===== src/hw/rtl/pat_pkg.sv =====
// Shared constants, action codes and index helper for the presence address table.
// No dependencies; used by the top level, both checkers and the testbench.
package pat_pkg;

  localparam int TABLE_DEPTH = 8;
  localparam int ADDR_W      = 48;
  localparam int RSSI_W      = 8;
  localparam int ACT_W       = 3;
  localparam int COUNT_OUT_W = 4;
  localparam int IDX_W       = (TABLE_DEPTH > 1) ? $clog2(TABLE_DEPTH) : 1;
  localparam int CNT_W       = $clog2(TABLE_DEPTH + 1);

  localparam logic [ACT_W-1:0] ACT_ADD    = 3'd0;
  localparam logic [ACT_W-1:0] ACT_REMOVE = 3'd1;
  localparam logic [ACT_W-1:0] ACT_CLEAR  = 3'd2;
  localparam logic [ACT_W-1:0] ACT_QUERY  = 3'd3;
  localparam logic [ACT_W-1:0] ACT_ADVERT = 3'd4;

  localparam logic [RSSI_W-1:0] RSSI_THR_RESET = 8'hB0; // -80 dBm

  // Map a logical list position onto the circular storage, starting at head.
  function automatic logic [IDX_W-1:0] phys_idx(input logic [IDX_W-1:0] head,
                                                input logic [IDX_W-1:0] pos);
    logic [IDX_W:0] sum;
    sum = {1'b0, head} + {1'b0, pos};
    if (sum >= (IDX_W+1)'(TABLE_DEPTH)) begin
      sum = sum - (IDX_W+1)'(TABLE_DEPTH);
    end
    return sum[IDX_W-1:0];
  endfunction

endpackage


===== src/hw/rtl/presence_address_table_top.sv =====
// Flow: the item is latched; for add, remove, query and advert with an address given,
// the list is scanned one entry per cycle through the RAM read port, then the result
// is committed; clear, unused codes or a missing address go straight to the commit.
// busy_o falls as done_o rises; results are strobed once and cannot be stalled.
// Reset (rst_ni low, async): list empty, detected flag clear, threshold -80 dBm.
// Depends on pat_pkg and pat_ram.
module presence_address_table_top (
  input  logic                              clk_i,
  input  logic                              rst_ni,
  input  logic                              start_i,
  output logic                              busy_o,
  input  logic [pat_pkg::ACT_W-1:0]         action_i,
  input  logic [pat_pkg::ADDR_W-1:0]        address_i,
  input  logic                              address_given_i,
  input  logic signed [pat_pkg::RSSI_W-1:0] signal_strength_i,
  input  logic                              cfg_we_i,
  input  logic signed [pat_pkg::RSSI_W-1:0] cfg_wdata_i,
  output logic                              done_o,
  output logic                              ok_o,
  output logic                              detected_o,
  output logic [pat_pkg::COUNT_OUT_W-1:0]   entry_count_o,
  output logic [pat_pkg::ADDR_W-1:0]        newest_address_o
);

  localparam logic [1:0] ST_IDLE = 2'd0;
  localparam logic [1:0] ST_SCAN = 2'd1;
  localparam logic [1:0] ST_FIN  = 2'd2;

  logic [1:0]                        state_q, state_d;
  logic [pat_pkg::ACT_W-1:0]         act_q, act_d;
  logic [pat_pkg::ADDR_W-1:0]        addr_q, addr_d;
  logic                              given_q, given_d;
  logic signed [pat_pkg::RSSI_W-1:0] strength_q, strength_d;
  logic signed [pat_pkg::RSSI_W-1:0] thr_q;
  logic [pat_pkg::CNT_W-1:0]         count_q, count_d;
  logic [pat_pkg::IDX_W-1:0]         head_q, head_d;
  logic [pat_pkg::CNT_W-1:0]         rptr_q, rptr_d;
  logic [pat_pkg::CNT_W-1:0]         wptr_q, wptr_d;
  logic                              pend_q, pend_d;
  logic                              hit_q, hit_d;
  logic [pat_pkg::ADDR_W-1:0]        newest_q, newest_d;
  logic                              ok_q, ok_d;
  logic                              done_q, done_d;
  logic                              detected_q, detected_d;

  logic                              ram_we;
  logic [pat_pkg::IDX_W-1:0]         ram_waddr;
  logic [pat_pkg::ADDR_W-1:0]        ram_wdata;
  logic [pat_pkg::IDX_W-1:0]         ram_raddr;
  logic [pat_pkg::ADDR_W-1:0]        ram_rdata;

  logic                              accept;
  logic                              scan_need;
  logic                              issue;

  assign accept    = start_i && (state_q == ST_IDLE);
  assign scan_need = address_given_i &&
                     (action_i == pat_pkg::ACT_ADD || action_i == pat_pkg::ACT_REMOVE ||
                      action_i == pat_pkg::ACT_QUERY || action_i == pat_pkg::ACT_ADVERT);
  assign issue     = rptr_q < count_q;
  assign ram_raddr = pat_pkg::phys_idx(head_q, rptr_q[pat_pkg::IDX_W-1:0]);

  pat_ram #(
    .Width (pat_pkg::ADDR_W),
    .Depth (pat_pkg::TABLE_DEPTH)
  ) u_entries (
    .clk_i   (clk_i),
    .we_i    (ram_we),
    .waddr_i (ram_waddr),
    .wdata_i (ram_wdata),
    .raddr_i (ram_raddr),
    .rdata_o (ram_rdata)
  );

  // Sequencer: latch the item, walk the list through the shared compare, then commit.
  always_comb begin
    state_d    = state_q;
    act_d      = act_q;
    addr_d     = addr_q;
    given_d    = given_q;
    strength_d = strength_q;
    count_d    = count_q;
    head_d     = head_q;
    rptr_d     = rptr_q;
    wptr_d     = wptr_q;
    pend_d     = 1'b0;
    hit_d      = hit_q;
    newest_d   = newest_q;
    ok_d       = ok_q;
    done_d     = 1'b0;
    detected_d = detected_q;
    ram_we     = 1'b0;
    ram_waddr  = head_q;
    ram_wdata  = addr_q;

    unique case (state_q)
      ST_IDLE: begin
        if (accept) begin
          act_d      = action_i;
          addr_d     = address_i;
          given_d    = address_given_i;
          strength_d = signal_strength_i;
          rptr_d     = '0;
          wptr_d     = '0;
          hit_d      = 1'b0;
          state_d    = scan_need ? ST_SCAN : ST_FIN;
        end
      end
      ST_SCAN: begin
        // Compare the entry read last cycle; on remove, compact the survivors.
        if (pend_q) begin
          if (ram_rdata == addr_q) begin
            hit_d = 1'b1;
          end else if (act_q == pat_pkg::ACT_REMOVE) begin
            ram_we    = 1'b1;
            ram_waddr = pat_pkg::phys_idx(head_q, wptr_q[pat_pkg::IDX_W-1:0]);
            ram_wdata = ram_rdata;
            wptr_d    = wptr_q + 1'b1;
            newest_d  = ram_rdata;
          end
        end
        // Advance the read pointer until every held entry is fetched.
        if (issue) begin
          rptr_d = rptr_q + 1'b1;
          pend_d = 1'b1;
        end else if (!pend_q) begin
          state_d = ST_FIN;
        end
      end
      ST_FIN: begin
        ok_d    = 1'b0;
        done_d  = 1'b1;
        state_d = ST_IDLE;
        unique case (act_q)
          pat_pkg::ACT_ADD: begin
            if (given_q && !hit_q) begin
              ram_we    = 1'b1;
              ram_wdata = addr_q;
              newest_d  = addr_q;
              ok_d      = 1'b1;
              if (count_q < pat_pkg::CNT_W'(pat_pkg::TABLE_DEPTH)) begin
                ram_waddr = pat_pkg::phys_idx(head_q, count_q[pat_pkg::IDX_W-1:0]);
                count_d   = count_q + 1'b1;
              end else begin
                // Full list: overwrite the oldest slot and move the head past it.
                ram_waddr = head_q;
                head_d    = pat_pkg::phys_idx(head_q, pat_pkg::IDX_W'(1));
              end
            end
          end
          pat_pkg::ACT_REMOVE: begin
            if (given_q) begin
              count_d = wptr_q;
              ok_d    = hit_q;
            end
          end
          pat_pkg::ACT_CLEAR: begin
            count_d = '0;
            head_d  = '0;
          end
          pat_pkg::ACT_QUERY: begin
            ok_d = hit_q;
          end
          pat_pkg::ACT_ADVERT: begin
            if (hit_q && (strength_q >= thr_q)) begin
              ok_d       = 1'b1;
              detected_d = 1'b1;
            end
          end
          default: begin
          end
        endcase
      end
      default: begin
        state_d = ST_IDLE;
      end
    endcase
  end

  // Control state.
  always_ff @(posedge clk_i or negedge rst_ni) begin
    if (!rst_ni) begin
      state_q    <= ST_IDLE;
      count_q    <= '0;
      head_q     <= '0;
      pend_q     <= 1'b0;
      done_q     <= 1'b0;
      detected_q <= 1'b0;
      thr_q      <= pat_pkg::RSSI_THR_RESET;
    end else begin
      state_q    <= state_d;
      count_q    <= count_d;
      head_q     <= head_d;
      pend_q     <= pend_d;
      done_q     <= done_d;
      detected_q <= detected_d;
      if (cfg_we_i) begin
        thr_q <= cfg_wdata_i;
      end
    end
  end

  // Item payload and scan bookkeeping.
  always_ff @(posedge clk_i) begin
    act_q      <= act_d;
    addr_q     <= addr_d;
    given_q    <= given_d;
    strength_q <= strength_d;
    rptr_q     <= rptr_d;
    wptr_q     <= wptr_d;
    hit_q      <= hit_d;
    newest_q   <= newest_d;
    ok_q       <= ok_d;
  end

  assign busy_o           = (state_q != ST_IDLE);
  assign done_o           = done_q;
  assign ok_o             = ok_q;
  assign detected_o       = detected_q;
  assign entry_count_o    = pat_pkg::COUNT_OUT_W'(count_q);
  assign newest_address_o = (count_q == '0) ? '0 : newest_q;

endmodule


===== src/hw/rtl/pat_ram.sv =====
// Generic single-write, single-read RAM with registered read data.
// No dependencies; holds the address entries of the table.
module pat_ram #(
  parameter int Width = 48,
  parameter int Depth = 8
) (
  input  logic                                      clk_i,
  input  logic                                      we_i,
  input  logic [((Depth > 1) ? $clog2(Depth) : 1)-1:0] waddr_i,
  input  logic [Width-1:0]                          wdata_i,
  input  logic [((Depth > 1) ? $clog2(Depth) : 1)-1:0] raddr_i,
  output logic [Width-1:0]                          rdata_o
);

  logic [Width-1:0] mem_q [Depth];

  // Write on enable, read every cycle.
  always_ff @(posedge clk_i) begin
    if (we_i) begin
      mem_q[waddr_i] <= wdata_i;
    end
    rdata_o <= mem_q[raddr_i];
  end

endmodule


===== config.mk =====
export PLATFORM = sky130hd
export DESIGN_NAME = presence_address_table_top
export DESIGN_NICKNAME = d
export VERILOG_FILES = /design/src/hw/rtl/pat_pkg.sv /design/src/hw/rtl/presence_address_table_top.sv /design/src/hw/rtl/pat_ram.sv
export SDC_FILE = /design/constraint.sdc
export NUM_CORES = 1
export LEC_CHECK = 0
export ABC_AREA = 1
export BUFFER_PORTS_ARGS = -buffer_cell sky130_fd_sc_hd__buf_2
export CAP_MARGIN = 40
export CORE_AREA = 3 3 332 252
export DETAILED_ROUTE_END_ITERATION = 10
export DIE_AREA = 0 0 335 255
export PLACE_DENSITY = 0.48
export SLEW_MARGIN = 5
export SYNTH_ARGS = -nofsm -noshare
export SYNTH_HDL_FRONTEND = slang
export SYNTH_SLANG_ARGS = --single-unit

===== constraint.sdc =====
create_clock -name clk_i -period 5.9 [get_ports clk_i]
set_input_delay 0 -clock clk_i [delete_from_list [all_inputs] [get_ports clk_i]]
set_output_delay 0 -clock clk_i [all_outputs]
set_load 0.005 [all_outputs]

==> results.yml, run 1 <==
floorplan:
  rows: 90
  die_h_um: 255
  core_area_sq_mm: 0.0804
  start_util: 0.300
  dieWidth_um: 335
  io_pins: 128
  fp.dieArea_sq_mm: 0.0854
timing:
  period_needed_ns: 3.96
  slew_viol_final: 0
  clock_skew_ns: 0.0245
  fin_setup_tns_ns: 0
  relSlewSlack: 0.359
  fmax_ghz: 0.253
  hold_viol: 0
  setup_viol: 0
  rsz0062_at_grt: "false"
  worst_slew_pin_slew_ns: 0.952
  fin_crit_sh: 0.671
finish:
  area_delta_synth_final_pct: 20.6
  drive_gt1_frac: 0.125
  seq_area_sq_mm: 0.0165
  instances_no_fill: 3466
  fin_nets: 2454
  final_util: 0.361
  diodes: 0
  multiInputGateArea_sq_mm: 0.00597
  fillers: 7927
grt:
  grt_use_total: 0.149
  grt_pass1_wl_mm: 95.9
  antenna_found_initial: 1
  grt_max_degree: 153
  grt_pass1_vias: 15233
  grt_overflow: 0
yosys:
  syn_area_per_cell_sq_um: 11.3
  synth_edf_count: 502
  ys_seq_elements: 570
  synth.cell_area_sq_mm: 0.0241
  synthFlopType: "edfxtp_1"
  synth_async_sr_flop_share: 0.0351
  syn_nets: 2238
  yosys.cell_types.count: 44
  yosysSeqAreaShare: 0.686
  yosys.area.top_type: "edfxtp_1"
  synth_area_leaders: "edfxtp_1 (63%), nand2_1 (5.5%), inv_1 (5.1%)"
  synth_warnings: 0
  syn_inst: 2141
  synth_top_area_frac: 0.626
worst_setup_path:
  reg2reg_slack_ns: 1.94
  cp_common_cell: "nand2_1"
  slowest_stage: "nor2_4"
  cp_data_arrival_time_ns: 4.24
  required_ns: 6.18
  crit_buf_inv: 5
  cpPeakStageDelay_ns: 0.49
  critPathKind: "reg -> reg"
  r2r_cells: 17
  cp-end-kind: "register"
  timing.rr.end: "u_entries.mem_q[4][0]"
  critical_path.max_fanout: 23
  critical_path.cell_chain: "inv_1, nand2_1, nand2_1, clkinv_1, nand2_1, nor2_1, nand2_1, nor2_1, nand3_2, nand2_2, nor2_4, inv_1, nand2_1, nand3_1, nor2_4, buf_12, buf_4"
  r2r-start: "addr_q[13]"
  crit_start: "addr_q[13]"
  path_delay_family: "simple AND/OR/NAND/NOR gates"
  cp-start-kind: "register"
power:
  vdd_ir_drop_max_mv: 0.407
  power.leakage_nw: 11.3
  powerDensity_mw_per_mm2: 508
  power_w: 0.0148
placement:
  io_buffers: 127
  dp.cells: 3264
  gp_congestion: 0.785
  hpwl_mm: 40.1
cts:
  root_buffer: "clkbuf_16"
  cts_resized: 0
  cts_buffer_depth: 3
  clk_latency_ns: 0.64
  cts_buffers: 59
  clkTransAtPathRegs_ns: 0.06
  h-tree-depth: 2
  clock-sinks: 570
  cts_tree: "yes"
route:
  drt-pass1-iter-count: 8
  wl_mm: 64.2
  vias_per_cell: 4.55
  first_iter_violations: 1253
  drtAntennaViolNets: 0
  vias: 15767
  routedWlPerCell_um: 18.5
  drc: 0
hold_path:
  hold-path-endpoint: "addr_q[20]"
  hold_class: "in -> reg"
  min-delay-start: "address_i[20]"
  hold-path-cell-count: 2
job:
  cap_violations: 0
run_status:
  status: "complete, no violations"
## worst max-delay path by stage
stage	slack (ns)	endpoint	depth (start not counted)
floorplan	1.73	u_entries.mem_q[4][0]	12
global placement	1.51	u_entries.mem_q[4][26]	16
detailed placement	1.86	u_entries.mem_q[4][26]	17
CTS	1.87	u_entries.mem_q[4][0]	17
global route	1.64	u_entries.mem_q[4][16]	17
finish	1.94	u_entries.mem_q[4][0]	17
## Yosys cell counts, types with 2 or more instances
library cell,n
xor2_1,5
buf_4,3
nand4_1,7
o21ai_0,244
edfxtp_1,502
buf_1,6
o21a_1,2
inv_1,326
o211ai_1,53
xnor2_1,16
mux2i_1,48
nand2_2,3
o21ai_1,21
inv_2,15
clkinv_1,3
a21oi_1,110
dfstp_2,3
a31oi_1,49
nand2_1,351
clkbuf_1,69
ha_1,22
nand3_1,17
dfrtp_1,17
buf_2,13
fa_1,3
dfxtp_1,48
nor2_4,2
nor2_2,3
o22ai_1,2
nor2_1,160
buf_6,5
## logic make-up after synthesis
kind of cell	count (synthesis)	synth area share
multiplexers	49	0.0204
flip-flops	570	0.686
XOR/XNOR	21	0.00763
AO/OA/AOI/OAI	487	0.111
buffers and inverters	440	0.0712
AND/OR/NAND/NOR	549	0.0893
adder cells (fa/ha/maj)	25	0.0139
## worst reg2reg max path: cells and delay by family (launching register included)
family	cells	cell delay, ns
DFF	1	0.43
buffers and inverters	5	1.33
and+or+nand+nor	12	1.84
## stage by stage
step / hold WS, ns / setup slack (ns) / area [sq um]
floorplan: -0.296 / 1.73 / 24100
global placement: 0.0137 / 1.51 / 26000
detailed placement: 0.0231 / 1.86 / 26200
CTS: 0.0289 / 1.87 / 29000
global route: 0.0498 / 1.64 / 29100
finish: 0.0725 / 1.94 / 29100
## timing repair
action,CTS,global route
hold endpoints to repair,90,0
hold buffers,87,0
setup buffers,0,0
setup endpoints to repair,0,0
## layout by cell type (no fill, tap or decap), types with 20 or more instances in the layout
cell	instances
edfxtp_1	502
nand2_1	351
inv_1	325
o21ai_0	244
nor2_1	151
buf_2	130
a21oi_1	109
dlygate4sd3_1	87
clkbuf_16	60
o211ai_1	53
a31oi_1	49
mux2i_1	48
dfxtp_1	48
o21ai_1	21
ha_1	20
## per-layer routing
metal | share of wire | global-route usage | vias to the layer above
li1 | - | - | 7720
met1 | 0.50 | 0.217 | 7660
met2 | 0.44 | 0.235 | 313
met3 | 0.041 | 0.0222 | 74
met4 | 0.018 | 0.0344 | 0
met5 | 0 | 0 | -
## state kept, by name (all words and copies together) (netlist names), 2 cells and up
register,cells
thr_q,8
head_q,3
u_entries.mem_q,384
newest_q,48
state_q,2
strength_q,8
u_entries.rdata_o,48
act_q,3
rptr_q,4
addr_q,48
entry_count_o,4
wptr_q,4
## cell type report
class	instances	area share
Clock buffer	75	0.0540
Clock inverter	37	0.0119
Inverter	344	0.0445
Multi-Input combinational cell	1131	0.206
Sequential cell	570	0.569
Tap cell	1058	0.0456
Timing Repair Buffer	251	0.0693
## power by group
part           switching (W)  leakage [nW]  internal (W)  total [W]
sequential          0.000323          5.19       0.00510    0.00542
combinational        0.00383          5.14       0.00182    0.00565
clock                0.00159         0.940       0.00210    0.00370
No activity file was read; power rests on OpenSTA's default activity.
==> run 2: changes to the inputs <==
- PLACE_DENSITY: 0.48 -> 0.49
- clock period: 5.9 -> 3.4 ns (I/O delays scaled with it)
==> results.yml, run 2 (synthesis results as in run 1) <==
route:
  vias: 15924
  first_iter_violations: 1438
  vias_per_cell: 4.55
  drtAntennaViolNets: 0
  routedWlPerCell_um: 18.5
  drc: 0
  drt-pass1-iter-count: 6
  wl_mm: 64.6
worst_setup_path:
  critical_path.max_fanout: 21
  critPathKind: "reg -> reg"
  cp_common_cell: "nand2_1"
  cp-end-kind: "register"
  path_delay_family: "simple AND/OR/NAND/NOR gates"
  cp-start-kind: "register"
  required_ns: 3.70
  slowest_stage: "xnor2_1"
  cpPeakStageDelay_ns: 0.44
  cp_data_arrival_time_ns: 3.40
  crit_buf_inv: 1
  critical_path.cell_chain: "xnor2_1, nand2_1, nor2_1, nand2_1, nor2_1, nand3_1, nand4_1, nand2_1, nand2_1, nand2_1, nor2_4, buf_12"
cts:
  clock-sinks: 570
  root_buffer: "clkbuf_16"
  post_cts_buffers: 0
  cts_resized: 0
  cts_tree: "yes"
  clkTransAtPathRegs_ns: 0.06
  cts_buffer_depth: 3
  clk_latency_ns: 0.62
  cts_buffers: 59
  h-tree-depth: 2
placement:
  io_buffers: 127
  hpwl_mm: 40.6
  gp_congestion: 0.803
  postPlaceCellArea_sq_mm: 0.0267
  dpl_worst_slack_ns: 0.390
grt:
  grt_pass1_wl_mm: 96.9
  grt_pass1_vias: 15294
  antenna_found_initial: 2
  grt_use_total: 0.150
  grt_max_degree: 82
  grt_overflow: 0
timing:
  worst_slew_pin_slew_ns: 0.961
  clock_skew_ns: 0.0231
  setup_viol: 0
  relSlewSlack: 0.352
  rsz0062_at_grt: "false"
  slew_viol_final: 0
  period_needed_ns: 3.09
  fmax_ghz: 0.323
  final.setup.worst_slack_ns: 0.307
  fin_crit_sh: 0.910
  hold_viol: 0
job:
  cap_violations: 0
finish:
  seq_area_sq_mm: 0.0165
  layout_common_cells: "edfxtp_1 (502), nand2_1 (351), inv_1 (325)"
  fin_area_sq_mm: 0.0295
  drive_gt1_frac: 0.135
  largest_reg_flops: 384
  diodes: 0
  area_delta_synth_final_pct: 22.3
  multiInputGateArea_sq_mm: 0.00597
  fillers: 7888
  mostFrequentLayoutCell: "edfxtp_1"
  fin_nets: 2491
  regMostFlops: "u_entries.mem_q"
floorplan:
  die_h_um: 255
  io_pins: 128
  fp.dieArea_sq_mm: 0.0854
  core_area_sq_mm: 0.0804
  dieWidth_um: 335
  start_util: 0.300
  rows: 90
power:
  powerDensity_mw_per_mm2: 887
  vdd_ir_drop_max_mv: 0.662
  power.leakage_nw: 11.5
hold_path:
  hold_class: "in -> reg"
run_status:
  status: "complete, no violations"
==> run 2: cell types whose count changed in the layout (fill, tap and decap cells not counted), moves of 2 or more <==
cell,before,now
buf_4,18,43
buf_12,11,26
clkinv_2,19,10
clkinv_1,12,20
buf_16,5,3
clkbuf_1,14,12
==> run 2: through the flow <==
stage	hold WS [ns]	total power, W	std cells	util	TNS, ns
finish	0.0906	0.0261	3502	0.367	0
global route	0.0723	0.0280	3502	0.367	0
CTS	0.0387	0.0265	3499	0.366	0
detailed placement	0.0323	0.0199	3301	0.332	0
global placement	0.0149	0.0197	3299	0.331	0
floorplan	-0.296	0.0158	2141	-	-148.27
==> run 2: per-layer routing <==
| layer | GRT usage | vias to the layer above | part of all wire |
|---|---|---|---|
| met5 | 0 | - | 0 |
| met4 | 0.0326 | 0 | 0.018 |
| met3 | 0.0238 | 72 | 0.048 |
| met2 | 0.231 | 346 | 0.44 |
| met1 | 0.222 | 7714 | 0.49 |
| li1 | - | 7792 | - |
==> run 2: cell type report <==
cell class                 count  share of cell area
inverter                     344              0.0439
clock buffer                  73              0.0526
clock inverter                38              0.0118
timing repair buffer         288              0.0829
tap                         1058              0.0449
multi-input combinational   1131               0.203
sequential                   570               0.561
==> run 2: final timing paths <==
check / from / end / slack (ns) / cells past startpoint
worst max-delay path: addr_q[35] / u_entries.mem_q[3][24] / 0.31 / 12
max in group asynchronous: rst_ni / done_o / 2.00 / 5
worst max register to register: addr_q[35] / u_entries.mem_q[3][24] / 0.31 / 12
worst min register to register: detected_o / detected_o / 0.47 / 1
min in group asynchronous: rst_ni / thr_q[7] / 0.48 / 3
worst min-delay path: address_i[36] / addr_q[36] / 0.09 / 2
==> run 2: timing repair <==
action                                  CTS  global route
endpoints found under the setup margin    0             0
hold endpoints to repair                 90             0
hold buffers                             87             0
==> run 2: worst register-to-register path: stages (launching register included) <==
cell and delay [ns]:
edfxtp_1 0.43, xnor2_1 0.44, nand2_1 0.15, nor2_1 0.14
nand2_1 0.06, nor2_1 0.30, nand3_1 0.18, nand4_1 0.11
nand2_1 0.06, nand2_1 0.10, nand2_1 0.14, nor2_4 0.42
buf_12 0.26
==> run 2: report_power, final <==
group	internal (W)	switching, W
clock network	0.00368	0.00274
registers	0.00884	0.000550
logic	0.00359	0.00675
total	0.0161	0.0100
